File: config.mk
export PLATFORM = sky130hd
export DESIGN_NAME = cc20_front
export DESIGN_NICKNAME = d
export VERILOG_FILES = /design/src/hdl/cc20_pkg.sv /design/src/hdl/cc20_front.sv
export SDC_FILE = /design/constraint.sdc
export NUM_CORES = 1
export LEC_CHECK = 0
export BUFFER_PORTS_ARGS = -buffer_cell sky130_fd_sc_hd__buf_2
export CORE_MARGIN = 2
export CORE_UTILIZATION = 30
export CTS_CLUSTER_DIAMETER = 80
export DETAILED_ROUTE_END_ITERATION = 8
export GPL_ROUTABILITY_DRIVEN = 0
export PLACE_DENSITY = 0.61
export SYNTH_ARGS = -nofsm -noshare
export SYNTH_HDL_FRONTEND = slang
export SYNTH_SLANG_ARGS = --single-unit
File: constraint.sdc
create_clock -name clk -period 3.15 [get_ports clk]
set_input_delay 0.63 -clock clk [delete_from_list [all_inputs] [get_ports clk]]
set_output_delay 0.63 -clock clk [all_outputs]
set_load 0.02 [all_outputs]
File: src/hdl/cc20_pkg.sv
// Shared types, constants and helper functions for the ChaCha20 stream XOR block.
// Used by every module under hdl; depends on nothing else.
package cc20_pkg;

  localparam int WORD_W        = 32;
  localparam int NUM_WORDS     = 16;
  localparam int POS_W         = $clog2(NUM_WORDS);
  localparam int CFG_REGS      = 8;
  localparam int CFG_DATA_W    = 64;
  localparam int CFG_IDX_W     = $clog2(CFG_REGS);
  localparam int CFG_ADDR_W    = CFG_IDX_W + 3;
  localparam int DOUBLE_ROUNDS = 10;
  localparam int ROUNDS        = 2 * DOUBLE_ROUNDS;
  localparam int ROUND_W       = $clog2(ROUNDS);
  localparam int Q_DEPTH       = 2;
  localparam int Q_PTR_W       = $clog2(Q_DEPTH);
  localparam int Q_CNT_W       = $clog2(Q_DEPTH + 1);

  // Rotation amounts of the four quarter-round steps.
  localparam int ROT_STEP0 = 16;
  localparam int ROT_STEP1 = 12;
  localparam int ROT_STEP2 = 8;
  localparam int ROT_STEP3 = 7;

  // Configuration register indexes.
  localparam logic [CFG_IDX_W-1:0] REG_CONSTANT_WORDS_LOW  = 3'd0;
  localparam logic [CFG_IDX_W-1:0] REG_CONSTANT_WORDS_HIGH = 3'd1;
  localparam logic [CFG_IDX_W-1:0] REG_KEY_PART_0          = 3'd2;
  localparam logic [CFG_IDX_W-1:0] REG_KEY_PART_1          = 3'd3;
  localparam logic [CFG_IDX_W-1:0] REG_KEY_PART_2          = 3'd4;
  localparam logic [CFG_IDX_W-1:0] REG_KEY_PART_3          = 3'd5;
  localparam logic [CFG_IDX_W-1:0] REG_COUNTER_NONCE_LOW   = 3'd6;
  localparam logic [CFG_IDX_W-1:0] REG_NONCE_HIGH          = 3'd7;

  // State word that holds the block counter.
  localparam int COUNTER_WORD = 12;

  typedef logic [WORD_W-1:0] word_t;
  typedef logic [NUM_WORDS-1:0][WORD_W-1:0] words_t;
  typedef logic [CFG_REGS-1:0][CFG_DATA_W-1:0] cfg_regs_t;

  typedef struct packed {
    logic [31:0] data_in;
    logic        restart;
  } in_item_t;

  typedef struct packed {
    logic [31:0] data_out;
    logic        block_end;
  } out_item_t;

  typedef struct packed {
    logic busy;
    logic done;
  } core_status_t;

  typedef enum logic [1:0] {
    CORE_IDLE,
    CORE_RUN,
    CORE_ADD
  } core_state_t;

  typedef enum logic [1:0] {
    BACK_IDLE,
    BACK_BUILD,
    BACK_EMIT
  } back_state_t;

  // Rotate a word left by a constant amount between 1 and 31.
  function automatic word_t rotl(input word_t v, input int n);
    rotl = (v << n) | (v >> (WORD_W - n));
  endfunction

  // State word index for one role (row 0..3) of one quarter-round unit.
  // Column rounds use one column; diagonal rounds shift each row by its number.
  function automatic logic [POS_W-1:0] qr_index(input int unit_sel, input int row,
                                                input logic diag);
    int col;
    col = diag ? ((unit_sel + row) % 4) : unit_sel;
    qr_index = POS_W'(row * 4 + col);
  endfunction

endpackage

File: src/hdl/cc20_front.sv
// Front end: a short input queue that takes item transfers and holds them for the back end.
// Depends on cc20_pkg.
module cc20_front
  import cc20_pkg::*;
(
  input  logic     clk,
  input  logic     rst,
  input  logic     push,
  output logic     full,
  input  in_item_t req,
  input  logic     deq,
  output logic     head_valid,
  output in_item_t head
);

  in_item_t [Q_DEPTH-1:0] entries;
  logic [Q_PTR_W-1:0]     wr_ptr;
  logic [Q_PTR_W-1:0]     rd_ptr;
  logic [Q_CNT_W-1:0]     count;
  logic                   do_push;
  logic                   do_pop;

  assign full       = (count == Q_CNT_W'(Q_DEPTH));
  assign head_valid = (count != '0);
  assign head       = entries[rd_ptr];
  assign do_push    = push & ~full;
  assign do_pop     = deq & head_valid;

  // Pointer and fill count update.
  always_ff @(posedge clk) begin
    if (rst) begin
      wr_ptr <= '0;
      rd_ptr <= '0;
      count  <= '0;
    end else begin
      if (do_push) begin
        wr_ptr <= (wr_ptr == Q_PTR_W'(Q_DEPTH - 1)) ? '0 : wr_ptr + 1'b1;
      end
      if (do_pop) begin
        rd_ptr <= (rd_ptr == Q_PTR_W'(Q_DEPTH - 1)) ? '0 : rd_ptr + 1'b1;
      end
      if (do_push && !do_pop) begin
        count <= count + 1'b1;
      end else if (do_pop && !do_push) begin
        count <= count - 1'b1;
      end
    end
  end

  // Entry storage needs no reset.
  always_ff @(posedge clk) begin
    if (do_push) begin
      entries[wr_ptr] <= req;
    end
  end

endmodule

# Yosys cells after proc, flatten, opt, wreduce, memory -nomap -nowiden
# Cells that the tools add are included.
[word_totals] regBits=70 latchBits=0 ram_bits=0 romBits=0 out_inout_bits=35 memories=0
[classes] add_sub_neg=4 multipliers=0 n_div=0 magnitude_cmp=3 eq_ne=1 n_shift=0 mux=9 bitwise=3 reduce_logical=7
[op_table] op="$mux W33" n=3
[op_table] op="$bwmux W66" n=1
[op_table] op="$demux W33 S1" n=1
[op_table] op="$lt A1 B2 Y1 const B" n=2
[op_table] op="$mux W2" n=2
[op_table] op="$reduce_bool A2 Y1" n=2
[op_table] op="$logic_and A1 B1 Y1" n=3
[op_table] op="$add A1 B1 Y1 const B" n=2
[op_table] op="$add A2 B1 Y2 const B" n=1
[op_table] op="$and A1 B1 Y1" n=2
[op_table] op="$eq A2 B2 Y1 const B" n=1
[op_table] op="$logic_not A1 Y1" n=2
[op_table] op="$mux W1" n=2
[op_table] op="$sub A2 B1 Y2 const B" n=1
[op_table] op="$ge A1 B1 Y1 const B" n=1
[op_table] op="$not A1 Y1" n=1

# Depth between registers and ports, before layout
[depth] depth_word=7 mapped_depth=6

# Worst setup path before layout
# Ideal clock, no wire load.
[synth_timing] path_kind="input port to flip-flop" start="in push" end="reg entries[0] in the netlist's numbering, enable pin" setup_time_ns=0.388 arrival_time_ns=1.689 path_slack_ns=1.074 path_stages=3 path_cell_list="inv_1 -> or3_1 -> inv_1"
[synth_between] elab_chain_len=1
[synth_lines] item="start: declaration" line_no="cc20_front.sv:8" text="input logic push,"
[synth_lines] item="$and A1 B1 Y1" line_no="cc20_front.sv:26" text="assign do_push = push & ~full;"
[synth_lines] item="end signal: indexed assignment" line_no="cc20_front.sv:53" text="entries[wr_ptr] <= req;"
[synth_lines] item="end: declaration" line_no="cc20_front.sv:16" text="in_item_t [Q_DEPTH-1:0] entries;"
# No other way between the ends.
# A chain may end at the register's enable or synchronous reset.

==> flow_metrics.env <==
export IMPL_cpPeakStageDelay_ns=0.88
export IMPL_placementRows=33
export IMPL_synth_cells=126
export IMPL_crit_slowest_cell="dfxtp_2"
export IMPL_wire_per_inst_um=14.5
export IMPL_maxCapViolations=0
export IMPL_muxShareOfSynthArea_pct=14.4
export IMPL_die_area_mm2=0.00935
export IMPL_fin_crit_ns=2.45
export IMPL_antenna_found_initial=0
export IMPL_clkTransAtPathRegs_ns=0.07
export IMPL_start_kind="register"
export IMPL_cts_tree="yes"
export IMPL_layout_nets=244
export IMPL_hpwlAfterDp_mm=2.95
export IMPL_setup_viol=0
export IMPL_critPathArrivalTime_ns=1.82
export IMPL_dieHeight_um=96.7
export IMPL_drt_wl_total_mm=4.53
export IMPL_layout_common_cells="buf_2 (71), edfxtp_1 (66), mux2_2 (33)"
export IMPL_mostFrequentLayoutCell="buf_2"
export IMPL_cts_root_buf="clkbuf_8"
export IMPL_reg2reg_slack_ns=1.37
export IMPL_synth_xor_area_share_pct=1.02
export IMPL_hold_viol=0
export IMPL_yosys_area_share_simple_pct=1.75
export IMPL_cellPowerDensity_mw_per_mm2=812
export IMPL_ys_seq_area_share_pct=80.0
export IMPL_preCtsSetupSlack_ns=1.00
export IMPL_relSlewSlack_pct=42.0
export IMPL_clk_insertion_delay_late_ns=0.33
export IMPL_tns_ns=0
export IMPL_crit_required_ns=2.52
export IMPL_ys_warn_count=0
export IMPL_status="finished clean"
export IMPL_final_max_slew_viol_count=0
export IMPL_synth_fp_nets=164
export IMPL_area_growth_pct=24.9
export IMPL_syn_area_mm2=0.00258
export IMPL_drive_gt1_share_pct=57.7
export IMPL_cp_cell_sequence="mux2_2 -> buf_2"
export IMPL_cts_buffer_depth=2
export IMPL_cts_resized_gates=0
export IMPL_synth_compound_area_share_pct=0.971
export IMPL_cts_setup_buffers=0
export IMPL_max_slew_worst_pin_slew_ns=0.870
export IMPL_cts_buffers=9
export IMPL_layout_setup_ws_ns=0.698
export IMPL_synth_fa_ha_area_share_pct=0.485
export IMPL_diodes=0
export IMPL_cts_sinks=70
export IMPL_initial_core_util_pct=31.2
export IMPL_skew_ns=0.00453
export IMPL_core_mm2=0.00826
export IMPL_ir_drop_v=0.000386
export IMPL_synth_seq_cells=70
export IMPL_grt_overflow_total=0
export IMPL_path_max_fanout=34
export IMPL_die_w_um=96.7
export IMPL_grt_pass1_wl_mm=7.13
export IMPL_synth_top_family_by_area="multiplexers"
export IMPL_via_per_inst=4.35
export IMPL_min_period_over_period_pct=77.9
export IMPL_crit_type="reg -> out"
export IMPL_grt_total_usage_pct=10.0
export IMPL_max_freq_mhz=408
export IMPL_drt_iter0_drc=12
export IMPL_cts_max_level=3
export IMPL_hp_class="in -> reg"
export IMPL_grt_start_max_net_pins=35
export IMPL_grt_pass1_vias=1408
export IMPL_ios=72
export IMPL_rsz0062_at_grt="no"
export IMPL_p_leak_nw=1.21
export IMPL_drt_first_pass_iters=4
export IMPL_cts_hold_buf=0
export IMPL_drc=0
export IMPL_ant_nets=0
export IMPL_route_vias_total=1361
export IMPL_synth_cell_types=15
export IMPL_avgSynthCellArea_um2=20.5
export IMPL_end_kind="output pin"
export IMPL_portBuffers=71
worst paths after layout:
path | startpoint | cells past startpoint | endpoint
max | rd_ptr | 2 | head[23]
min | req[16] | 1 | entries[49]
max reg2reg | count[1] | 3 | entries[65]
min reg2reg | wr_ptr | 2 | wr_ptr
through the flow:
| stage | cells | util [%] | area (µm²) | hold WS, ns | total power [mW] |
|---|---|---|---|---|---|
| 6_report | 313 | 39.0 | 3220 | 0.489 | 2.61 |
| 5_1_grt | 313 | 39.0 | 3220 | 0.468 | 2.75 |
| 4_1_cts | 313 | 39.0 | 3220 | 0.466 | 2.66 |
| 3_5_place_dp | 300 | 37.0 | 3050 | 0.477 | 2.02 |
| 3_3_place_gp | 300 | 37.0 | 3050 | 0.471 | 2.00 |
| 2_1_floorplan | 126 | - | 2580 | 0.452 | 1.78 |
critical path, delay by kind of cell (launching register included):
kind / cells / cell delay (ns)
buf+inv: 1 / 0.16
mux: 1 / 0.42
flops: 1 / 0.88
Yosys cell counts:
library cell  count  share of area (%)
a21oi_1           2               0.39
and2_1            1               0.24
buf_2             1               0.19
buf_4             3               0.87
dfxtp_1           4                3.1
edfxtp_1         66                 77
ha_1              1               0.49
inv_1             2               0.29
mux2_2           33                 14
nor2_1            3               0.44
nor2b_2           1               0.34
o21ai_0           3               0.58
or2_2             1               0.24
or3_1             2               0.49
xor2_1            3                1.0
power by group:
part / switching, mW / internal [mW]
Combinational: 0.401 / 0.308
Sequential: 0.0978 / 1.17
Clock: 0.291 / 0.344
Total: 0.790 / 1.82
per-layer routing:
metal | global-route usage (%) | up-vias | wire length, µm
li1 | - | 646 | -
met1 | 13.0 | 659 | 2080
met2 | 15.0 | 50 | 2140
met3 | 3.11 | 6 | 258
met4 | 5.53 | 0 | 53
met5 | 0 | - | 0
cells by family after synthesis:
group	Yosys count
flops	70
mux	33
simple gates	8
buf+inv	6
compound gates	5
xor+xnor	3
fa+ha+maj	1
state kept, by name (all words and copies together) (netlist names):
signal	flops
entries	66
count	2
rd_ptr	1
wr_ptr	1
area by class of cell:
type / instances / area [µm²]
repair buffers: 73 / 370
multi-input cells: 50 / 482
inverters: 2 / 7.51
flip-flops and latches: 70 / 2060
clock buffers: 9 / 124
well taps: 105 / 131
clock inverters: 4 / 41.3
fillers: 769 / 5040
No activity file was read; power rests on OpenSTA's default activity.
