### config.mk
export PLATFORM = sky130hd
export DESIGN_NAME = cc20_back
export DESIGN_NICKNAME = d
export VERILOG_FILES = /design/src/hdl/cc20_pkg.sv /design/src/hdl/cc20_back.sv
export SDC_FILE = /design/constraint.sdc
export NUM_CORES = 1
export LEC_CHECK = 0
export BUFFER_PORTS_ARGS = -buffer_cell sky130_fd_sc_hd__clkbuf_2
export CAP_MARGIN = 10
export CORE_AREA = 2 2 620 622
export CTS_BUF_LIST = sky130_fd_sc_hd__clkbuf_16
export DETAILED_ROUTE_END_ITERATION = 7
export DIE_AREA = 0 0 622 624
export GPL_ROUTABILITY_DRIVEN = 1
export PLACE_DENSITY = 0.3
export SLEW_MARGIN = 20
export SYNTH_ARGS = -nofsm -noshare
export SYNTH_HDL_FRONTEND = slang
export SYNTH_SLANG_ARGS = --single-unit
### constraint.sdc
create_clock -name clk -period 3.4 [get_ports clk]
set_input_delay 0 -clock clk [delete_from_list [all_inputs] [get_ports clk]]
set_output_delay 0 -clock clk [all_outputs]
set_load 0.1 [all_outputs]
### src/hdl/cc20_pkg.sv
// Shared types, constants and helper functions for the ChaCha20 stream XOR block.
// Used by every module under hdl; depends on nothing else.
package cc20_pkg;

  localparam int WORD_W        = 32;
  localparam int NUM_WORDS     = 16;
  localparam int POS_W         = $clog2(NUM_WORDS);
  localparam int CFG_REGS      = 8;
  localparam int CFG_DATA_W    = 64;
  localparam int CFG_IDX_W     = $clog2(CFG_REGS);
  localparam int CFG_ADDR_W    = CFG_IDX_W + 3;
  localparam int DOUBLE_ROUNDS = 10;
  localparam int ROUNDS        = 2 * DOUBLE_ROUNDS;
  localparam int ROUND_W       = $clog2(ROUNDS);
  localparam int Q_DEPTH       = 2;
  localparam int Q_PTR_W       = $clog2(Q_DEPTH);
  localparam int Q_CNT_W       = $clog2(Q_DEPTH + 1);

  // Rotation amounts of the four quarter-round steps.
  localparam int ROT_STEP0 = 16;
  localparam int ROT_STEP1 = 12;
  localparam int ROT_STEP2 = 8;
  localparam int ROT_STEP3 = 7;

  // Configuration register indexes.
  localparam logic [CFG_IDX_W-1:0] REG_CONSTANT_WORDS_LOW  = 3'd0;
  localparam logic [CFG_IDX_W-1:0] REG_CONSTANT_WORDS_HIGH = 3'd1;
  localparam logic [CFG_IDX_W-1:0] REG_KEY_PART_0          = 3'd2;
  localparam logic [CFG_IDX_W-1:0] REG_KEY_PART_1          = 3'd3;
  localparam logic [CFG_IDX_W-1:0] REG_KEY_PART_2          = 3'd4;
  localparam logic [CFG_IDX_W-1:0] REG_KEY_PART_3          = 3'd5;
  localparam logic [CFG_IDX_W-1:0] REG_COUNTER_NONCE_LOW   = 3'd6;
  localparam logic [CFG_IDX_W-1:0] REG_NONCE_HIGH          = 3'd7;

  // State word that holds the block counter.
  localparam int COUNTER_WORD = 12;

  typedef logic [WORD_W-1:0] word_t;
  typedef logic [NUM_WORDS-1:0][WORD_W-1:0] words_t;
  typedef logic [CFG_REGS-1:0][CFG_DATA_W-1:0] cfg_regs_t;

  typedef struct packed {
    logic [31:0] data_in;
    logic        restart;
  } in_item_t;

  typedef struct packed {
    logic [31:0] data_out;
    logic        block_end;
  } out_item_t;

  typedef struct packed {
    logic busy;
    logic done;
  } core_status_t;

  typedef enum logic [1:0] {
    CORE_IDLE,
    CORE_RUN,
    CORE_ADD
  } core_state_t;

  typedef enum logic [1:0] {
    BACK_IDLE,
    BACK_BUILD,
    BACK_EMIT
  } back_state_t;

  // Rotate a word left by a constant amount between 1 and 31.
  function automatic word_t rotl(input word_t v, input int n);
    rotl = (v << n) | (v >> (WORD_W - n));
  endfunction

  // State word index for one role (row 0..3) of one quarter-round unit.
  // Column rounds use one column; diagonal rounds shift each row by its number.
  function automatic logic [POS_W-1:0] qr_index(input int unit_sel, input int row,
                                                input logic diag);
    int col;
    col = diag ? ((unit_sel + row) % 4) : unit_sel;
    qr_index = POS_W'(row * 4 + col);
  endfunction

endpackage

### src/hdl/cc20_back.sv
// Back end: block counter, word position, core control and the output register.
// Depends on cc20_pkg.
module cc20_back
  import cc20_pkg::*;
(
  input  logic         clk,
  input  logic         rst,
  input  cfg_regs_t    cfg,
  input  logic         head_valid,
  input  in_item_t     head,
  output logic         deq,
  output logic         core_start,
  output words_t       core_init,
  input  core_status_t core_status,
  input  words_t       keystream,
  input  logic         pop,
  output logic         empty,
  output out_item_t    rsp
);

  back_state_t      state;
  back_state_t      state_next;
  word_t            cur_data;
  word_t            counter;
  word_t            counter_eff;
  logic [POS_W-1:0] pos;
  logic             ready;
  logic             out_valid;
  logic             need_build;
  logic             load_out;

  // Restart reloads the counter before the block is built for this word.
  assign counter_eff = head.restart ? cfg[REG_COUNTER_NONCE_LOW][WORD_W-1:0] : counter;
  assign need_build  = head.restart | ~ready;
  assign deq         = (state == BACK_IDLE) & head_valid;
  assign core_start  = deq & need_build;
  assign load_out    = (state == BACK_EMIT) & (~out_valid | pop);
  assign empty       = ~out_valid;

  // Initial cipher state from the configuration and the block counter.
  always_comb begin
    for (int i = 0; i < CFG_REGS; i++) begin
      core_init[2*i]   = cfg[i][WORD_W-1:0];
      core_init[2*i+1] = cfg[i][CFG_DATA_W-1:WORD_W];
    end
    core_init[COUNTER_WORD] = counter_eff;
  end

  // Next state of the item sequencer.
  always_comb begin
    state_next = state;
    case (state)
      BACK_IDLE: begin
        if (head_valid) state_next = need_build ? BACK_BUILD : BACK_EMIT;
      end
      BACK_BUILD: begin
        if (core_status.done) state_next = BACK_EMIT;
      end
      BACK_EMIT: begin
        if (load_out) state_next = BACK_IDLE;
      end
      default: begin
        state_next = BACK_IDLE;
      end
    endcase
  end

  // Control state.
  always_ff @(posedge clk) begin
    if (rst) begin
      state     <= BACK_IDLE;
      counter   <= '0;
      pos       <= '0;
      ready     <= 1'b0;
      out_valid <= 1'b0;
    end else begin
      state <= state_next;
      if (deq) begin
        counter <= counter_eff;
        if (head.restart) begin
          pos   <= '0;
          ready <= 1'b0;
        end
      end
      if (state == BACK_BUILD && core_status.done) begin
        counter <= counter + 1'b1;
        ready   <= 1'b1;
      end
      if (load_out) begin
        pos <= pos + 1'b1;
        if (pos == POS_W'(NUM_WORDS - 1)) begin
          ready <= 1'b0;
        end
      end
      if (load_out) begin
        out_valid <= 1'b1;
      end else if (pop) begin
        out_valid <= 1'b0;
      end
    end
  end

  // Payload registers.
  always_ff @(posedge clk) begin
    if (deq) begin
      cur_data <= head.data_in;
    end
    if (load_out) begin
      rsp.data_out  <= cur_data ^ keystream[pos];
      rsp.block_end <= (pos == POS_W'(NUM_WORDS - 1));
    end
  end

  // The core reports completion only while a block is awaited.
  a_done_in_build: assert property (@(posedge clk) disable iff (rst)
    core_status.done |-> state == BACK_BUILD)
    else $error("core finished outside of a block build");

  // A word is only emitted with a valid keystream block.
  a_emit_ready: assert property (@(posedge clk) disable iff (rst)
    state == BACK_EMIT |-> ready)
    else $error("word emitted without a keystream block");

  // A started build keeps the core busy in the following cycle.
  a_start_busy: assert property (@(posedge clk) disable iff (rst)
    core_start |=> state == BACK_BUILD && core_status.busy)
    else $error("core did not start the requested block");

endmodule

# Word level (Yosys, flattened, before mapping)
# Index checks and enable logic that the tools add are counted.
# word_totals
in_bits	1063
mem_bits_ro	0
n_memories	0
latch_bits	0
ff_bits	105
ramBits	0
output_inout_bits	548
# op_classes
n_mul	0
n_eq_ne	6
n_lt_le_gt_ge	1
bitwise_logic	8
div_mod_pow	0
reduce_logical	8
shifts	0
add_sub_neg	2
n_mux	20
# op_table
op	n
$bmux 32 s4	1
$mux 32	4
$add 32x1->32 const B	1
$xor 32x32->32	1
$mux 4	3
$mux 2	4
$reduce_bool 2->1	4
$mux 1	7
$ne 2x2->1 const B	3
$pmux 2 s3	1
$lt 4x5->1 const B	1
$add 4x1->4 const B	1
$eq 4x4->1 const B	1
$and 1x1->1	3
$reduce_and 3->1	1
$eq 2x1->1 const B	1
$eq 2x2->1 const B	1
$logic_not 2->1	1
$not 1->1	2
$or 1x1->1	2
$reduce_and 2->1	1
$logic_and 1x1->1	1

# Depth between registers and ports, before layout
# Gate-level depths: netlist of run 1.
# logic_depth
depth_word	6
ltp_mapped	7
mapped_depth_nobuf	5

# Worst setup path before layout of run 1
# OpenSTA, ideal clock, no wires.
# synth_path
path_type	input -> register
start	in head[0] in the netlist's numbering
end	reg counter[21]
required_ns	3.314
setup_slack_ns	-0.004
cell_stages	6
n_path_buf	3
arrival_time_ns	3.317
cell_sequence	buf_2 > buf_1 > buf_2 > o21ai_0 > a22oi_1 > o211ai_1
# synth_rtl
element	line	rtl
start, declared	cc20_back.sv:10	input in_item_t head,
end signal, assigned	cc20_back.sv:79	counter <= counter_eff;
end signal, assigned	cc20_back.sv:86	counter <= counter + 1'b1;
end, declared	cc20_back.sv:24	word_t counter;

# Worst setup path after layout of run 1
# layout_path
start	reg state[1]
end	out deq
# layout_between
elab_chain_cells	2
# layout_rtl
element	line	rtl
start, declared	cc20_back.sv:21	back_state_t state;
start signal, assigned	cc20_back.sv:77	state <= state_next;
$logic_not 2->1	cc20_back.sv:35	assign deq = (state == BACK_IDLE) & head_valid;
$and 1x1->1	cc20_back.sv:35	
end, declared	cc20_back.sv:11	output logic deq,
# Every way passes these cells.

==> impl_metrics.env, run 1 <==
export IMPL_overflow=0
export IMPL_io_buffers=649
export IMPL_dpl_cell_area_um2=18590
export IMPL_synth_common_cells="buf_4, mux4_2, edfxtp_1, dfxtp_1, nand2_1"
export IMPL_wl_met2_mm=128.1
export IMPL_seq_power_share_pct=34.4
export IMPL_drtPass1Iterations=5
export IMPL_start_util_pct=3.277
export IMPL_rsz0062_at_grt="false"
export IMPL_routed_wl_met3_mm=47.79
export IMPL_top_layer="met5"
export IMPL_die_height_um=624
export IMPL_ys_warn_count=0
export IMPL_areaGrowthSynthToFinish_pct=54.95
export IMPL_gp_congestion=0.9834
export IMPL_fin_crit_sh_pct=77.49
export IMPL_dieArea_um2=388100
export IMPL_synth_most_common_cell="buf_4"
export IMPL_synth_top_area_share_pct=28.85
export IMPL_cts_root_buf="clkbuf_16"
export IMPL_leakage_nw=5.743
export IMPL_required_ps=3400
export IMPL_max_slew_margin_rel_pct=26.00
export IMPL_pwr_share_clk_pct=30.4
export IMPL_cap_violations=0
export IMPL_cts_inserted_buffers=9
export IMPL_power_density_nw_per_um2=225.6
export IMPL_grt_start_max_net_pins=60
export IMPL_tightestPinTransition_ps=1110
export IMPL_post_route_min_period_ps=2635
export IMPL_intPower_mw=2.585
export IMPL_synth_area_top_cells="buf_4, mux4_2, edfxtp_1, dfxtp_1, mux2_2"
export IMPL_grt_pass1_vias=11384
export IMPL_cts_tree="done"
export IMPL_finClkSkew_ps=27.80
export IMPL_wire_per_inst_um=35.35
export IMPL_h_tree_depth=3
export IMPL_grt_use_total_pct=11.20
export IMPL_drc_errors=0
export IMPL_grt_pass1_wl_mm=253.4
export IMPL_fillers=45087
export IMPL_hp_class="input pin to output port"
export IMPL_wirelength_met1_mm=37.37
export IMPL_clk_pin_slew_worst_paths_ps=120
export IMPL_netlist_instances=1130
export IMPL_syn_nets=2195
export IMPL_drt_wl_total_mm=225.5
export IMPL_dp_hpwl_mm=212.3
export IMPL_max_freq_mhz=379.5
export IMPL_hold_buffers=44
export IMPL_hold_slack_ps=0.03862
export IMPL_crit_arrival_ps=2630
export IMPL_cts_resized=0
export IMPL_synthArstFlopShare_pct=0
export IMPL_netSwitchingFraction_pct=40.78
export IMPL_worstSkewPairLatency_ps=450
export IMPL_io_pin_count=1611
export IMPL_hold_viol_final=0
export IMPL_cp_start_kind="flip-flop"
export IMPL_vias=11331
export IMPL_syn_avg_cell_area_um2=11.05
export IMPL_core_um2=381200
export IMPL_p_switching_mw=1.780
export IMPL_status="finished clean"
export IMPL_final_nets=2396
export IMPL_synth_cell_types=60
export IMPL_drv_slew=0
export IMPL_drive_gt1_share_pct=68.49
export IMPL_reg2reg_slack_ps=800
export IMPL_finalSetupViolations=0
export IMPL_ant_nets=0
export IMPL_drt_iter0_drc=690
export IMPL_critPathCaptureType="output port"
export IMPL_postCtsSetupBuffers=0
export IMPL_cts_num_sinks=105
export IMPL_finalSetupTns_ps=0
export IMPL_final_cell_area_um2=19350
export IMPL_rows=227
export IMPL_cp_max_fo=19
export IMPL_ys_seq_area_share_pct=22.04
export IMPL_synth_ff_type="edfxtp_1"
export IMPL_antenna_found_initial=101
export IMPL_irDropWorstVdd_mv=0.3346
export IMPL_syn_cell_area_um2=12490
export IMPL_vias_per_cell=1.776
export IMPL_clockBufferDepth=2
export IMPL_synth_edf_count=65
export IMPL_synth_top_cell_by_area="buf_4"
export IMPL_ys_ff_latch=105
export IMPL_crit_type="flip-flop to output port"
export IMPL_dieWidth_um=622
export IMPL_p_comb_share_pct=35.1
## logic make-up (layout without fill, tap and decap cells)
family                     after synthesis  count (layout)  share of synthesized area (%)
other                                    0               5                              0
DFF                                    105             105                          22.04
and+or+nand+nor                        164             164                          7.313
xor gates and xnor gates                32              32                          2.244
adders and majority gates                2               2                         0.2003
muxes                                  192             192                          31.73
buffers and inverters                  555             761                          31.86
AOI/OAI and AO/OA                       80              80                          4.618
## sequential cells by signal, indices dropped and copies added, names as in the netlist
name,count
counter,32
ready,1
pos,4
state,2
rsp,33
out_valid,1
cur_data,32
## per-stage QoR
step	setup WS [ps]	std cells	utilization [%]	power, mW
after floorplan	813.0	1130	-	4.953
after global placement	786.2	6314	4.878	3.063
after detailed placement	767.1	6314	4.878	3.062
after CTS	589.9	6374	5.074	4.550
after global routing	585.1	6379	5.077	4.605
final	765.3	6379	5.077	4.366
## worst max-delay path, cell delays in order, from the launching register on
cell and delay, ps:
dfxtp_1 380, or3b_1 440, inv_4 320, buf_4 450, clkbuf_2 550
## final cells by class
| type | count | area (um2) | area share (%) |
|---|---|---|---|
| clock inverter | 7 | 81.33 | 0.4202 |
| sequential | 105 | 2768 | 14.30 |
| multi-input combinational | 470 | 5766 | 29.79 |
| clock buffer | 9 | 225.2 | 1.164 |
| timing repair buffer | 739 | 4172 | 21.56 |
| antenna | 5 | 12.51 | 0.06465 |
| tap | 5038 | 6304 | 32.57 |
| inverter | 6 | 25.02 | 0.1293 |
## placed cells by master, fill, tap and decap left out, types with 4 or more instances in the layout
| master | count |
|---|---|
| nor2_1 | 17 |
| or3_1 | 6 |
| mux2_2 | 31 |
| clkbuf_16 | 9 |
| a21oi_1 | 13 |
| a2bb2oi_1 | 4 |
| diode_2 | 5 |
| a31oi_1 | 14 |
| o211ai_1 | 8 |
| o21ai_0 | 5 |
| o221ai_1 | 5 |
| a221oi_1 | 4 |
| nand2_1 | 39 |
| buf_12 | 11 |
| buf_4 | 35 |
| edfxtp_1 | 65 |
| nor3_1 | 20 |
| nand4_1 | 19 |
| dfxtp_4 | 4 |
| inv_1 | 5 |
| mux4_2 | 160 |
| or4_1 | 7 |
| dlygate4sd3_1 | 44 |
| nor4_1 | 4 |
| nand3b_1 | 5 |
| and3_1 | 7 |
| a22oi_1 | 8 |
| xor2_1 | 32 |
| nand3_1 | 14 |
| and2_1 | 4 |
| clkbuf_2 | 648 |
| dfxtp_1 | 36 |
## power by group through the flow
stage | Combinational (mW) | Clock, mW | Sequential [mW]
after floorplan | 3.38 | 0 | 1.57
after global placement | 1.53 | 0 | 1.54
after detailed placement | 1.53 | 0 | 1.54
after CTS | 1.59 | 1.46 | 1.51
after global routing | 1.62 | 1.47 | 1.51
final | 1.53 | 1.33 | 1.50
## final timing paths
| kind | from | to | depth (start not counted) |
|---|---|---|---|
| worst min-delay path | cfg[138] | core_init[138] | 0 |
| worst max-delay path | state[1] | deq | 4 |
| worst max register to register | pos[0] | rsp[5] | 5 |
| worst min register to register | ready | ready | 2 |
## metal layers
layer | vias to the layer above | GRT usage (%)
li1 | 4139 | -
met1 | 5283 | 5.400
met2 | 1545 | 22.78
met3 | 344 | 10.93
met4 | 20 | 4.632
met5 | - | 0.9013
Power figures use the tool's default switching activity.
==> inputs of run 2 (changes only) <==
- CORE_AREA: 2 2 620 622 -> 2 2 631 633
- DIE_AREA: 0 0 622 624 -> 0 0 633 635
- clock period: 3.4 -> 2.4 ns (I/O delays scaled with it)
==> impl_metrics.env, run 2 (same netlist as run 1, synthesis figures left out) <==
export IMPL_critPathCaptureType="flip-flop"
export IMPL_finalSetupViolations=0
export IMPL_fillers=46814
export IMPL_drt_iter0_drc=947
export IMPL_irDropWorstVdd_mv=0.3391
export IMPL_dp_hpwl_mm=202.1
export IMPL_crit_type="flip-flop to flip-flop"
export IMPL_crit_start="pos[0]"
export IMPL_overflow=0
export IMPL_rows=231
export IMPL_cp_max_fo=13
export IMPL_layout_common_cells="clkbuf_2, mux4_2, edfxtp_1"
export IMPL_top_register="rsp"
export IMPL_largest_register_ffs=33
export IMPL_cap_violations=0
export IMPL_setup_slack_ps=30.66
export IMPL_grt_start_max_net_pins=48
export IMPL_fin_cells=6628
export IMPL_grt_use_total_pct=10.33
export IMPL_status="finished clean"
export IMPL_r2r_start="pos[0]"
export IMPL_tightestPinTransition_ps=784.3
export IMPL_dieArea_um2=402000
export IMPL_rsz0062_at_grt="true"
export IMPL_gp_congestion=0.8729
export IMPL_antenna_found_initial=101
export IMPL_crit_arrival_ps=2560
export IMPL_grt_pass1_wl_mm=243.6
export IMPL_die_height_um=635
export IMPL_clk_pin_slew_worst_paths_ps=100
export IMPL_post_route_min_period_ps=2369
export IMPL_dieWidth_um=633
export IMPL_required_ps=2590
export IMPL_drc_errors=0
export IMPL_final_cell_area_um2=19960
export IMPL_cts_num_sinks=105
export IMPL_io_pin_count=1611
export IMPL_fin_crit_sh_pct=98.72
export IMPL_dp_worst_setup_slack_ps=-28.98
export IMPL_top_regs="rsp x33, counter x32, cur_data x32"
export IMPL_worstSkewPairLatency_ps=440
export IMPL_drive_gt1_share_pct=68.73
export IMPL_finClkSkew_ps=33.13
export IMPL_areaGrowthSynthToFinish_pct=59.82
export IMPL_dpl_cell_area_um2=19080
export IMPL_max_freq_mhz=422.1
export IMPL_h_tree_depth=3
export IMPL_cts_inserted_buffers=9
export IMPL_leakage_nw=5.900
export IMPL_layout_commonest_cell="clkbuf_2"
export IMPL_max_slew_margin_rel_pct=47.93
export IMPL_fin_util_pct=5.056
export IMPL_cts_root_buf="clkbuf_16"
export IMPL_cp_start_kind="flip-flop"
export IMPL_grt_pass1_vias=11806
export IMPL_hold_viol_final=0
export IMPL_drv_slew=0
export IMPL_start_util_pct=3.163
export IMPL_power_density_nw_per_um2=315.3
export IMPL_finalSetupTns_ps=0
export IMPL_vias_per_cell=1.743
export IMPL_vias=11550
export IMPL_ant_nets=0
export IMPL_reg2reg_slack_ps=30
export IMPL_dp_cells=6536
export IMPL_cts_tree="done"
export IMPL_clockBufferDepth=2
export IMPL_final_nets=2419
export IMPL_core_um2=394800
export IMPL_drt_wl_total_mm=215.5
export IMPL_r2r_end="rsp[7]"
export IMPL_hp_class="input pin to output port"
export IMPL_worstRegToRegCells=5
export IMPL_critPathCapture="rsp[7]"
export IMPL_wire_per_inst_um=32.51
export IMPL_io_buffers=649
export IMPL_drtPass1Iterations=7
-- run 2: cell types whose count changed in the layout (fill, tap and decap cells not counted) --
cell / change
inv_8: +2
inv_6: -2
nor2_2: +1
buf_12: +4
inv_12: +1
diode_2: +22
nor2_1: -1
buf_2: -1
dlygate4sd3_1: +5
buf_6: +2
clkinv_8: -1
buf_4: +22
buf_16: +1
clkbuf_2: -10
-- run 2: layout make-up --
cell class	count	area, um2	share of cell area (%)
antenna	27	67.56	0.3385
clock buffer	9	225.2	1.128
clock inverter	7	86.33	0.4325
inverter	6	25.02	0.1254
multi-input combinational	470	5768	28.90
sequential	105	2768	13.87
tap	5242	6559	32.86
timing repair buffer	762	4462	22.35
-- run 2: worst min path at each step --
stage | cells past startpoint | start | slack [ps] | to
global route | 0 | cfg[435] | 0.1 | core_init[435]
finish | 0 | cfg[438] | 0.04 | core_init[438]
global placement | 0 | cfg[139] | 0.7 | core_init[139]
detailed placement | 0 | cfg[139] | 0.7 | core_init[139]
floorplan | 0 | head[1] | 100 | cur_data[0]
CTS | 0 | cfg[139] | 0.7 | core_init[139]
-- run 2: timing repair --
item,CTS,global route
endpoints found under the setup margin,2,3
setup buffers,0,0
hold buffers,49,0
pin swaps,0,0
resized for setup,1,2
endpoints found under the hold margin,51,0
-- run 2: critical path, cell delays in order, from the launching register on --
cell	delay, ps
dfxtp_4	380
buf_12	180
buf_4	230
mux4_2	540
mux4_2	520
xor2_1	160
-- run 2: metal layers --
metal / GRT usage [%] / part of all wire, %
met2: 19.27 / 52
met4: 5.423 / 6.3
met1: 5.245 / 17
met5: 0.2151 / 0.15
met3: 11.18 / 24
-- run 2: metrics by stage --
step,total power [mW],hold WS [ps]
finish,6.293,0.03861
CTS,6.572,0.6813
global placement,4.368,0.6813
global route,6.633,0.1428
detailed placement,4.368,0.6813
floorplan,7.019,98.87
-- run 2: power breakdown --
part / leakage, nW / internal, mW / switching [mW]
Combinational: 4.81 / 0.908 / 1.32
Clock: 0.154 / 0.769 / 1.16
Sequential: 0.935 / 2.03 / 0.102
