### src/hdl/cc20_pkg.sv
// Shared types, constants and helper functions for the ChaCha20 stream XOR block.
// Used by every module under hdl; depends on nothing else.
package cc20_pkg;

  localparam int WORD_W        = 32;
  localparam int NUM_WORDS     = 16;
  localparam int POS_W         = $clog2(NUM_WORDS);
  localparam int CFG_REGS      = 8;
  localparam int CFG_DATA_W    = 64;
  localparam int CFG_IDX_W     = $clog2(CFG_REGS);
  localparam int CFG_ADDR_W    = CFG_IDX_W + 3;
  localparam int DOUBLE_ROUNDS = 10;
  localparam int ROUNDS        = 2 * DOUBLE_ROUNDS;
  localparam int ROUND_W       = $clog2(ROUNDS);
  localparam int Q_DEPTH       = 2;
  localparam int Q_PTR_W       = $clog2(Q_DEPTH);
  localparam int Q_CNT_W       = $clog2(Q_DEPTH + 1);

  // Rotation amounts of the four quarter-round steps.
  localparam int ROT_STEP0 = 16;
  localparam int ROT_STEP1 = 12;
  localparam int ROT_STEP2 = 8;
  localparam int ROT_STEP3 = 7;

  // Configuration register indexes.
  localparam logic [CFG_IDX_W-1:0] REG_CONSTANT_WORDS_LOW  = 3'd0;
  localparam logic [CFG_IDX_W-1:0] REG_CONSTANT_WORDS_HIGH = 3'd1;
  localparam logic [CFG_IDX_W-1:0] REG_KEY_PART_0          = 3'd2;
  localparam logic [CFG_IDX_W-1:0] REG_KEY_PART_1          = 3'd3;
  localparam logic [CFG_IDX_W-1:0] REG_KEY_PART_2          = 3'd4;
  localparam logic [CFG_IDX_W-1:0] REG_KEY_PART_3          = 3'd5;
  localparam logic [CFG_IDX_W-1:0] REG_COUNTER_NONCE_LOW   = 3'd6;
  localparam logic [CFG_IDX_W-1:0] REG_NONCE_HIGH          = 3'd7;

  // State word that holds the block counter.
  localparam int COUNTER_WORD = 12;

  typedef logic [WORD_W-1:0] word_t;
  typedef logic [NUM_WORDS-1:0][WORD_W-1:0] words_t;
  typedef logic [CFG_REGS-1:0][CFG_DATA_W-1:0] cfg_regs_t;

  typedef struct packed {
    logic [31:0] data_in;
    logic        restart;
  } in_item_t;

  typedef struct packed {
    logic [31:0] data_out;
    logic        block_end;
  } out_item_t;

  typedef struct packed {
    logic busy;
    logic done;
  } core_status_t;

  typedef enum logic [1:0] {
    CORE_IDLE,
    CORE_RUN,
    CORE_ADD
  } core_state_t;

  typedef enum logic [1:0] {
    BACK_IDLE,
    BACK_BUILD,
    BACK_EMIT
  } back_state_t;

  // Rotate a word left by a constant amount between 1 and 31.
  function automatic word_t rotl(input word_t v, input int n);
    rotl = (v << n) | (v >> (WORD_W - n));
  endfunction

  // State word index for one role (row 0..3) of one quarter-round unit.
  // Column rounds use one column; diagonal rounds shift each row by its number.
  function automatic logic [POS_W-1:0] qr_index(input int unit_sel, input int row,
                                                input logic diag);
    int col;
    col = diag ? ((unit_sel + row) % 4) : unit_sel;
    qr_index = POS_W'(row * 4 + col);
  endfunction

endpackage

### src/hdl/cc20_regs.sv
// APB-style configuration register file for the ChaCha20 stream XOR block.
// Depends on cc20_pkg.
module cc20_regs
  import cc20_pkg::*;
(
  input  logic                  clk,
  input  logic                  rst,
  input  logic                  psel,
  input  logic                  penable,
  input  logic                  pwrite,
  input  logic [CFG_ADDR_W-1:0] paddr,
  input  logic [CFG_DATA_W-1:0] pwdata,
  output logic [CFG_DATA_W-1:0] prdata,
  output logic                  pready,
  output cfg_regs_t             cfg
);

  cfg_regs_t            regs;
  logic [CFG_IDX_W-1:0] index;
  logic                 wr_en;

  // Registers sit on 8-byte boundaries; the low address bits are ignored.
  assign index  = paddr[CFG_ADDR_W-1:3];
  assign pready = 1'b1;
  assign wr_en  = psel & penable & pwrite & pready;

  // Register writes complete in the access phase.
  always_ff @(posedge clk) begin
    if (rst) begin
      regs <= '0;
    end else if (wr_en) begin
      regs[index] <= pwdata;
    end
  end

  assign prdata = regs[index];
  assign cfg    = regs;

endmodule

### config.mk
export PLATFORM = sky130hd
export DESIGN_NAME = cc20_regs
export DESIGN_NICKNAME = d
export VERILOG_FILES = /design/src/hdl/cc20_pkg.sv /design/src/hdl/cc20_regs.sv
export SDC_FILE = /design/constraint.sdc
export NUM_CORES = 1
export LEC_CHECK = 0
export BUFFER_PORTS_ARGS = -buffer_cell sky130_fd_sc_hd__buf_2
export CAP_MARGIN = 15
export CORE_AREA = 5 5 247 249
export CTS_BUF_LIST = sky130_fd_sc_hd__clkbuf_8
export DETAILED_ROUTE_END_ITERATION = 10
export DIE_AREA = 0 0 252 254
export GPL_TIMING_DRIVEN = 0
export MAX_ROUTING_LAYER = met4
export PLACE_DENSITY = 0.65
export SYNTH_ARGS = -nofsm -noshare
export SYNTH_HDL_FRONTEND = slang
export SYNTH_SLANG_ARGS = --single-unit
export TNS_END_PERCENT = 20
### constraint.sdc
create_clock -name clk -period 2.4 [get_ports clk]
set_input_delay 0.12 -clock clk [delete_from_list [all_inputs] [get_ports clk]]
set_output_delay 0.12 -clock clk [all_outputs]
set_load 0.05 [all_outputs]
After elaboration in Yosys (flattened, before gate mapping)
Index checks and enable logic that the tools add are counted.
W data, S select, Z words.
- order comparisons: 2
- mux-type cells: 5
- bitwise operators: 2
- reduce and logical (&&, ||, !) cells: 1
- operators with widths (operator ; count):
    $bwmux W512 ; 1
    $bmux W64 S3 ; 1
    $demux W64 S3 ; 1
    $mux W64 ; 2
    $lt A3 B4 Y1 const B ; 1
    $ge A3 B1 Y1 const B ; 1
    $and A1 B1 Y1 ; 2
    $logic_and A1 B1 Y1 ; 1
- bits in registers: 512
- input bits: 75
- output and inout bits: 577

Depth between registers and ports, before layout
Gate-level depths: netlist (run 1).
- depth in word-level cells: 5
- gate-level depth with buffers: 7
- mapped depth without buffers: 3

Worst setup path before layout (run 1)
Ideal clock, no wire load.
- path kind: register to output
- start: register regs (netlist bit cfg[235])
- end: output prdata[43]
- data arrival time: 2068 ps
- setup slack: 212 ps
- cell stages (with the launch flop): 4
- path buffers: 0
- cell sequence: dfxtp_1 mux2i_1 o211a_1 o21ai_0
- word-level cells in the longest chain between the ends: 2
- RTL lines (element ; RTL line ; RTL):
    from (decl) ; cc20_regs.sv:18 ; cfg_regs_t regs;
    from (signal, indexed assignment) ; cc20_regs.sv:32 ; regs[index] <= pwdata;
    $bmux W64 S3 ; cc20_regs.sv:36 ; assign prdata = regs[index];
    $mux W64 (not written as such) ; cc20_regs.sv:36 ;
    to (decl) ; cc20_regs.sv:13 ; output logic [CFG_DATA_W-1:0] prdata,
No other way between the ends. The select of a mux whose other input is x is not followed.

Final worst setup path (run 1)
- start: input paddr[5]
- end: output prdata[61]
- word-level cells in the longest chain between the ends: 2
- RTL lines (element ; RTL line ; RTL):
    from (decl) ; cc20_regs.sv:11 ; input logic [CFG_ADDR_W-1:0] paddr,
    $bmux W64 S3 ; cc20_regs.sv:36 ;
    $mux W64 (not written as such) ; cc20_regs.sv:36 ;
No other way between the ends. The select of a mux whose other input is x is not followed.

==> results of run 1 <==
-- through the flow --
step | TNS, ps | util | instance area (sq um)
4_1_cts | 0 | 0.517 | 30200
2_1_floorplan | 0 | - | 23700
3_3_place_gp | -125460 | 0.478 | 27900
3_5_place_dp | -147890 | 0.478 | 27900
6_report | -5.38 | 0.517 | 30300
5_1_grt | 0 | 0.517 | 30300
-- cell usage in the layout, fill, tap and decap left out --
cell           instances
and3_1                 1
and4_1                 1
buf_2                704
nand3_1                3
clkbuf_4               1
inv_6                  1
o21ai_0                1
nor2_1                 1
conb_1                 1
nand2_2                4
dlygate4sd3_1         61
mux2i_1              513
o211a_1                1
clkinv_2               8
nand2_1                2
clkbuf_1              70
clkbuf_8             107
diode_2                3
buf_4                 19
nor2b_1                2
clkinvlp_4             2
buf_1                 61
dfxtp_1              512
buf_6                 10
nand2b_1             576
mux4_2               126
inv_1                 29
and2_1                 2
bufinv_16              2
a211oi_1               1
mux2_2                64
a32oi_1                1
and4b_1                1
-- path summary, 6_finish.rpt --
check / from / end / slack (ps) / cells past startpoint
max: paddr[5] / prdata[61] / -5 / 5
min: pwdata[60] / cfg[252] / 60 / 4
max reg2reg: cfg[165] / cfg[165] / 1630 / 2
min reg2reg: cfg[10] / cfg[10] / 490 / 2
-- per-layer routing --
layer	vias up	part of all wire	global-route usage
met4	0	0.043	0.120
li1	8600	-	-
met3	214	0.075	0.0618
met5	-	0	-
met1	9871	0.41	0.363
met2	922	0.48	0.471
-- repair_timing --
item                                    in CTS  in global routing
gates resized for setup                      0                  1
hold buffers                                61                  0
endpoints found under the hold margin      472                  0
pin swaps                                    0                  0
endpoints found under the setup margin       4                  7
-- cell families (layout without fill, tap and decap cells) --
group / count (synthesis) / after routing / synth area share
muxes: 703 / 703 / 0.366
and+or+nand+nor: 593 / 593 / 0.156
DFF: 512 / 512 / 0.432
buffers and inverters: 224 / 1075 / 0.0448
AOI/OAI and AO/OA: 4 / 4 / 0.00132
other: 1 / 4 / 0.000158
-- cell type report --
class / instances / area (sq um)
antenna: 3 / 7.51
fill: 5295 / 28200
inverter: 1 / 3.75
buffer: 222 / 1060
multi-input combinational: 1301 / 12400
clock inverter: 41 / 229
timing repair buffer: 704 / 3830
clock buffer: 107 / 1470
sequential: 512 / 10200
tap: 773 / 967
-- power by group --
group          internal [mW]  switching, mW  leakage [nW]
clock network           4.21           3.59         0.983
registers               8.56         0.0638          4.13
logic                  0.588           1.02          10.8
total                   13.4           4.68          15.9
-- worst max-delay path, stage by stage --
cell	delay [ps]
buf_2	170
buf_2	420
buf_1	880
mux2_2	450
buf_2	220
==> results.py, run 1 <==
metrics = {
    "sta": {
        "final_period_minus_worst_setup_slack_ps": 2410,
        "max_clock_freq_mhz": 416,
        "fin_hold_ws_ps": 55.2,
        "rsz_0062_raised_after_global_routing": "false",
        "hold_viol": 0,
        "slew-limit-headroom": 0.249,
        "finalMaxSlewViolations": 0,
        "min_period_over_period": 1.00,
        "final.setup.worst_slack_ps": -5.38,
        "setup_violating_endpoint_count_in_the_final_report": 1,
        "fin_worst_skew_ps": 0,
        "tightest_slew_ps": 1130,
    },
    "global_routing": {
        "globalRoute.totalOverflow": 0,
        "grt_pass1_vias": 20200,
        "grt_antenna_before_repair": 5,
        "wire_length_of_the_first_global_routing_pass_microns": 137000,
        "grt_start_max_net_pins": 20,
        "globalRouteTotalUtil": 0.293,
    },
    "logic_synthesis": {
        "synth_seq_area_share": 0.432,
        "synthDominantCellAreaShare": 0.432,
        "dominantRegCellSynth": "dfxtp_1",
        "syn_inst": 2037,
        "avg_cell_area_syn_sq_um": 11.7,
        "synth.ff_latch_count": 512,
        "ys_top_cells_by_area": "dfxtp_1 (43%), mux2i_1 (22%), nand2b_1 (15%), mux4_2 (12%), mux2_2 (3.0%)",
        "synthesis.area_sq_um": 23700,
        "synth_edf_count": 0,
        "synth_most_common_cell": "nand2b_1",
        "synth_unique_cells": 25,
        "synth_largest_area_cell": "dfxtp_1",
        "async_reset_ff_frac": 0,
        "synth_fp_nets": 2112,
        "synth.top_cells.by_count": "nand2b_1 (576), mux2i_1 (513), dfxtp_1 (512), mux4_2 (126), clkbuf_1 (71)",
        "yosys_warnings": 0,
    },
    "die": {
        "die_area_sq_um": 64000,
        "die_x_microns": 252,
        "floorplan.rows": 89,
        "core_sq_um": 58500,
        "starting_density": 0.406,
        "dieHeight_microns": 254,
        "ioPinCount": 652,
    },
    "routing": {
        "drt_wl_total_microns": 95400,
        "drt_pre_antenna_iters": 5,
        "drc": 0,
        "wire_per_inst_microns": 26.0,
        "route.antenna.remaining_nets": 0,
        "detailroute.via_count": 19600,
        "viasPerCell": 5.35,
        "starting_drc_count_in_detailed_routing": 1376,
    },
    "clock_network": {
        "postCtsSetupRepairBufs": 0,
        "path_clk_slew_ps": 60,
        "htree_levels": 3,
        "cts_made_buffers": 86,
        "clkSinkCount": 512,
        "cts.path.max_buffers": 3,
        "clock-root-buffer": "clkbuf_8",
        "insertion_delay_of_the_later_clocked_pin_in_the_worst_skew_pair_ps": 660,
        "clock_tree_from_tritoncts": "done",
    },
    "run_status": {
        "violations": "setup timing",
        "outcome": "finished with violations",
    },
    "setup_path": {
        "critPathCaptureType": "output pin",
        "worstSetupStartpointType": "input pin",
        "worst-endpoint-required_ps": 2280,
        "worst-path-max-fanout": 10,
        "worstPathArrival_ps": 2290,
        "worstSetupPathType": "in2out",
    },
    "placed_design": {
        "finalWeightedCongestion": 0.933,
        "post-dp-hpwl_microns": 70600,
        "placement.setup.worst_slack_ps": -654,
        "dp.cells": 3453,
        "port-buffer-count": 643,
    },
    "finish": {
        "area_overhead_of_the_layout_relative_to_synthesis_pct": 27.4,
        "fraction_of_layout_instances_using_a_drive_strength_above_1": 0.363,
        "layoutNonFillerInstCount": 3664,
        "layout.nets": 2903,
        "largest_reg_flops": 512,
    },
    "flow_run": {
        "cap_violations": 0,
    },
    "pwr": {
        "power.total_mw": 18.0,
        "power_density_nw_per_um2": 596,
        "ir_worst_vdd_mv": 0.448,
        "leakage_nw": 15.9,
    },
    "worst_hold_path": {
        "worst_hold_path_type": "in2reg",
    },
}
(Power assumes the default switching activity.)
==> run 2: changes to the inputs <==
--- a/config.mk
+++ b/config.mk
@@ -6,14 +6,15 @@
 export NUM_CORES = 1
 export LEC_CHECK = 0
 export BUFFER_PORTS_ARGS = -buffer_cell sky130_fd_sc_hd__buf_2
-export CAP_MARGIN = 15
-export CORE_AREA = 5 5 247 249
+export CELL_PAD_IN_SITES_DETAIL_PLACEMENT = 2
+export CELL_PAD_IN_SITES_GLOBAL_PLACEMENT = 2
+export CORE_MARGIN = 5
+export CORE_UTILIZATION = 37
 export CTS_BUF_LIST = sky130_fd_sc_hd__clkbuf_8
 export DETAILED_ROUTE_END_ITERATION = 10
-export DIE_AREA = 0 0 252 254
 export GPL_TIMING_DRIVEN = 0
 export MAX_ROUTING_LAYER = met4
-export PLACE_DENSITY = 0.65
+export PLACE_DENSITY = 0.87
 export SYNTH_ARGS = -nofsm -noshare
 export SYNTH_HDL_FRONTEND = slang
 export SYNTH_SLANG_ARGS = --single-unit
==> results.py, run 2 (same netlist as run 1, synthesis figures left out) <==
metrics = {
    "clock_network": {
        "cts_made_buffers": 89,
        "clock_tree_from_tritoncts": "done",
        "clock-root-buffer": "clkbuf_8",
        "insertion_delay_of_the_later_clocked_pin_in_the_worst_skew_pair_ps": 710,
        "clkSinkCount": 512,
        "path_clk_slew_ps": 60,
        "cts.path.max_buffers": 3,
        "postCtsSetupRepairBufs": 0,
        "htree_levels": 3,
    },
    "finish": {
        "layout.nets": 2904,
        "largest_reg_flops": 512,
        "final_cell_mix": "buf_2 (702), nand2b_1 (576), mux2i_1 (513), dfxtp_1 (512), mux4_2 (126)",
        "final_common_cell": "buf_2",
        "fraction_of_layout_instances_using_a_drive_strength_above_1": 0.363,
        "area_overhead_of_the_layout_relative_to_synthesis_pct": 27.8,
    },
    "sta": {
        "final_period_minus_worst_setup_slack_ps": 2370,
        "max_clock_freq_mhz": 422,
        "tightest_slew_ps": 1000,
        "slew-limit-headroom": 0.331,
        "fin_worst_skew_ps": 0,
        "min_period_over_period": 0.987,
        "fin_hold_ws_ps": 57.5,
        "finalMaxSlewViolations": 0,
        "rsz_0062_raised_after_global_routing": "false",
        "setup_violating_endpoint_count_in_the_final_report": 0,
        "hold_viol": 0,
    },
    "setup_path": {
        "worst-path-max-fanout": 10,
        "path_common_cell": "buf_2",
        "worst_path_cell_trace": "buf_2, buf_2, buf_2, mux4_2, mux2_2, buf_2",
        "worstSetupStartpointType": "input pin",
        "worst_path_dominant_cell_family": "buffers and inverters",
        "worst-endpoint-required_ps": 2280,
        "critical_path.max_stage_delay_ps": 470,
        "reg2regPathDepth": 2,
        "worstSetupPathType": "in2out",
        "timing.critical_path.buf_inv": 4,
        "worstPathArrival_ps": 2250,
        "critPathCaptureType": "output pin",
        "number_of_stages_on_the_worst_setup_path": 6,
        "critical-path-slowest-cell": "buf_2",
    },
    "global_routing": {
        "globalRouteTotalUtil": 0.348,
        "grt_pass1_vias": 24000,
        "grt_start_max_net_pins": 13,
        "wire_length_of_the_first_global_routing_pass_microns": 176000,
        "globalRoute.totalOverflow": 0,
        "grt_antenna_before_repair": 4,
    },
    "die": {
        "starting_density": 0.375,
        "die_area_sq_um": 69400,
        "ioPinCount": 652,
        "dieHeight_microns": 263,
        "die_x_microns": 263,
        "floorplan.rows": 92,
        "core_sq_um": 63300,
    },
    "routing": {
        "viasPerCell": 5.59,
        "drt_pre_antenna_iters": 5,
        "drc": 0,
        "wire_per_inst_microns": 32.6,
        "drt_wl_total_microns": 122000,
        "route.antenna.remaining_nets": 0,
        "detailroute.via_count": 20900,
        "starting_drc_count_in_detailed_routing": 1373,
    },
    "placed_design": {
        "post-dp-hpwl_microns": 83000,
        "finalWeightedCongestion": 0.928,
        "port-buffer-count": 643,
    },
    "pwr": {
        "power.total_mw": 18.5,
        "leakage_nw": 16.0,
        "ir_worst_vdd_mv": 0.355,
        "power_density_nw_per_um2": 609,
    },
    "worst_hold_path": {
        "hold_depth": 4,
        "worst_hold_path_type": "in2reg",
    },
    "flow_run": {
        "cap_violations": 0,
    },
    "run_status": {
        "outcome": "completed",
    },
}
-- run 2: changes by cell type in the layout (fill, tap and decap cells not counted), moves of 2 or more --
| cell | before | now |
|---|---|---|
| buf_1 | 61 | 59 |
| dlygate4sd3_1 | 61 | 58 |
| clkinv_2 | 8 | 5 |
| diode_2 | 3 | 5 |
| buf_4 | 19 | 22 |
| clkbuf_2 | 0 | 3 |
| inv_1 | 29 | 39 |
| buf_2 | 704 | 702 |
-- run 2: final timing paths --
path / from / endpoint / slack, ps
worst min-delay path: pwdata[37] / cfg[165] / 60
worst max register to register: cfg[167] / cfg[167] / 1430
worst max-delay path: paddr[4] / prdata[32] / 30
worst min register to register: cfg[363] / cfg[363] / 500
-- run 2: timing repair --
item,in CTS,in global routing
endpoints found under the hold margin,363,0
hold buffers,58,0
gates resized for setup,7,2
endpoints found under the setup margin,26,1
-- run 2: worst reg2reg max path: stages, from the launching register on --
cell,delay (ps)
dfxtp_1,470
nand2b_1,160
mux2i_1,240
-- run 2: final cells by class --
type	count	area, sq um
Multi-Input combinational cell	1301	12400
Inverter	1	3.75
Sequential cell	512	10200
Timing Repair Buffer	701	3800
Tap cell	846	1060
Antenna cell	5	12.5
Buffer	223	1080
Fill cell	6507	33000
Clock inverter	49	241
Clock buffer	107	1470
-- run 2: power by group --
group | switching (mW) | internal (mW) | total, mW | leakage [nW]
clock | 4.02 | 4.13 | 8.16 | 1.02
combinational | 1.10 | 0.589 | 1.69 | 10.8
sequential | 0.0768 | 8.56 | 8.64 | 4.13
-- run 2: routing by layer --
layer  up-vias  global-route usage  part of all wire
li1       8597                   -                 -
met1     11000               0.381              0.38
met2      1009               0.612              0.51
met3       363              0.0726             0.055
met4         0               0.150             0.053
met5         -                   -                 0
-- run 2: stage by stage --
| step | area, sq um | setup slack (ps) | util | instances | setup TNS (ps) |
|---|---|---|---|---|---|
| 3_5_place_dp | 28000 | -757 | 0.443 | 3526 | -183680 |
| 4_1_cts | 30300 | 51.7 | 0.479 | 3740 | 0 |
| 3_3_place_gp | 28000 | -676 | 0.443 | 3526 | -159100 |
| 2_1_floorplan | 23700 | 212 | - | 2037 | 0 |
| 5_1_grt | 30300 | 5.56 | 0.479 | 3743 | 0 |
| 6_report | 30400 | 32.2 | 0.479 | 3745 | 0 |
==> run 3: changes to the inputs <==
--- a/config.mk
+++ b/config.mk
@@ -9,12 +9,12 @@
 export CELL_PAD_IN_SITES_DETAIL_PLACEMENT = 2
 export CELL_PAD_IN_SITES_GLOBAL_PLACEMENT = 2
 export CORE_MARGIN = 5
-export CORE_UTILIZATION = 37
+export CORE_UTILIZATION = 31
 export CTS_BUF_LIST = sky130_fd_sc_hd__clkbuf_8
 export DETAILED_ROUTE_END_ITERATION = 10
 export GPL_TIMING_DRIVEN = 0
 export MAX_ROUTING_LAYER = met4
-export PLACE_DENSITY = 0.87
+export PLACE_DENSITY = 0.78
 export SYNTH_ARGS = -nofsm -noshare
 export SYNTH_HDL_FRONTEND = slang
 export SYNTH_SLANG_ARGS = --single-unit
==> constraint.sdc (replaced) <==
create_clock -name clk -period 2.1 [get_ports clk]
set_input_delay 0.105 -clock clk [delete_from_list [all_inputs] [get_ports clk]]
set_output_delay 0.105 -clock clk [all_outputs]
set_load 0.05 [all_outputs]
==> results.py, run 3 (same netlist as run 1, synthesis figures left out) <==
metrics = {
    "sta": {
        "setup_violating_endpoint_count_in_the_final_report": 1,
        "slew-limit-headroom": 0.382,
        "min_period_over_period": 1.01,
        "fin_tns_setup_ps": -17.2,
        "final_period_minus_worst_setup_slack_ps": 2120,
        "max_clock_freq_mhz": 472,
        "final.setup.worst_slack_ps": -17.2,
        "fin_hold_ws_ps": 110,
        "finalMaxSlewViolations": 0,
        "rsz_0062_raised_after_global_routing": "true",
        "tightest_slew_ps": 927,
        "fin_worst_skew_ps": 0,
        "hold_viol": 0,
    },
    "routing": {
        "detailroute.via_count": 20300,
        "starting_drc_count_in_detailed_routing": 957,
        "viasPerCell": 5.13,
        "drc": 0,
        "wire_per_inst_microns": 29.3,
        "drt_wl_total_microns": 116000,
        "route.antenna.remaining_nets": 0,
        "drt_pre_antenna_iters": 5,
    },
    "pwr": {
        "power.share.clock": 0.447,
        "leakage_nw": 16.4,
        "sequentialPowerShare": 0.461,
        "p_int_mw": 15.6,
        "switching_power_mw": 5.77,
        "switching_share": 0.270,
        "power_density_nw_per_um2": 674,
        "pwr-share-comb": 0.092,
        "ir_worst_vdd_mv": 0.399,
    },
    "finish": {
        "area_overhead_of_the_layout_relative_to_synthesis_pct": 33.5,
        "final_cell_mix": "buf_2 (631), nand2b_1 (576), mux2i_1 (513), dfxtp_1 (320), dfxtp_2 (187)",
        "final_common_cell": "buf_2",
        "layout.nets": 2932,
        "fraction_of_layout_instances_using_a_drive_strength_above_1": 0.436,
        "final_cell_area_sq_um": 31700,
        "fillcell_total": 7937,
        "largest_reg_flops": 512,
    },
    "die": {
        "starting_density": 0.313,
        "dieHeight_microns": 287,
        "die_x_microns": 287,
        "core_sq_um": 75900,
        "ioPinCount": 652,
        "floorplan.rows": 101,
        "die_area_sq_um": 82200,
    },
    "setup_path": {
        "start_of_the_worst_register_to_register_path": "cfg[192]",
        "worstSetupPathType": "reg2out",
        "critPathCaptureType": "output pin",
        "reg2regPathDepth": 4,
        "worst-r2r-setup-slack_ps": 1250,
        "worst-endpoint-required_ps": 2000,
        "worst-path-max-fanout": 3,
        "worstPathArrival_ps": 2010,
        "worstSetupStartpointType": "flip-flop",
        "worst_r2r_endpoint": "cfg[192]",
    },
    "clock_network": {
        "cts.path.max_buffers": 3,
        "htree_levels": 3,
        "clock_tree_from_tritoncts": "done",
        "clock-root-buffer": "clkbuf_8",
        "clkSinkCount": 512,
        "cts_made_buffers": 92,
        "insertion_delay_of_the_later_clocked_pin_in_the_worst_skew_pair_ps": 660,
        "path_clk_slew_ps": 70,
    },
    "run_status": {
        "violations": "setup timing",
        "outcome": "finished with violations",
    },
    "placed_design": {
        "placed_area_sq_um": 28300,
        "placement.setup.worst_slack_ps": -1280,
        "post-dp-hpwl_microns": 83500,
        "finalWeightedCongestion": 0.904,
        "port-buffer-count": 643,
    },
    "global_routing": {
        "grt_antenna_before_repair": 8,
        "grt_start_max_net_pins": 13,
        "grt_pass1_vias": 23200,
        "wire_length_of_the_first_global_routing_pass_microns": 165000,
        "globalRoute.totalOverflow": 0,
        "globalRouteTotalUtil": 0.277,
    },
    "worst_hold_path": {
        "worst_hold_path_type": "in2reg",
        "hp-start": "pwdata[34]",
        "hold_depth": 4,
        "worstHoldEndpoint": "cfg[34]",
    },
    "flow_run": {
        "cap_violations": 0,
    },
}
-- run 3: cell types whose count changed in the layout (fill, tap and decap cells not counted), sizes merged --
cell	delta
clkinv	+2
bufinv	+1
clkinvlp	-2
clkdlybuf4s18	+1
inv	-7
clkbuf	+7
diode	-1
dlygate4sd3	+5
buf	+19
-- run 3: what timing repair did --
item	in CTS	in global routing
setup endpoints to repair	435	46
resized for setup	326	59
hold endpoints to repair	464	0
hold buffers	63	0
buffers inserted	15	5
-- run 3: power groups by stage --
stage                     Sequential [mW]  Combinational (mW)  Clock [mW]
after floorplan                      10.3               0.902           0
after global placement               10.1                1.76           0
after detailed placement             10.1                1.80           0
after CTS                            9.86                1.95        9.70
after global routing                 9.86                2.05        10.2
final                                9.86                1.97        9.55
-- run 3: final cells by class --
class	count	area, sq um	area share
buffer	223	1110	0.0351
sequential	512	10500	0.331
inverter	1	3.75	0.000118
clock inverter	43	243	0.00766
timing repair buffer	726	4450	0.140
clock buffer	114	1570	0.0495
antenna	4	10.0	0.000316
tap	1030	1290	0.0406
multi-input combinational	1301	12500	0.395
-- run 3: per-layer routing --
metal,vias up,track usage,share of wire
met2,784,0.489,0.51
li1,8648,-,-
met4,0,0.110,0.043
met5,-,-,0
met3,273,0.0573,0.057
met1,10600,0.307,0.39
-- run 3: how the worst max path moves through the flow --
| stage | start | cells past startpoint | endpoint |
|---|---|---|---|
| finish | cfg[110] | 3 | prdata[46] |
| global route | cfg[46] | 3 | prdata[46] |
| CTS | cfg[460] | 3 | prdata[12] |
| detailed placement | rst | 6 | cfg[3] |
| global placement | rst | 6 | cfg[115] |
| floorplan | cfg[235] | 3 | prdata[43] |
-- run 3: stage by stage --
stage / total power [mW] / instances / util
after floorplan: 11.2 / 2037 / -
after global placement: 11.8 / 3710 / 0.372
after detailed placement: 11.9 / 3710 / 0.372
after CTS: 21.5 / 3945 / 0.416
after global routing: 22.1 / 3954 / 0.417
final: 21.4 / 3954 / 0.417
-- run 3: worst max-delay path, cell delays in order, from the launching register on --
cell and delay [ps]:
dfxtp_2 350, mux4_2 490, mux2_4 310, buf_6 160
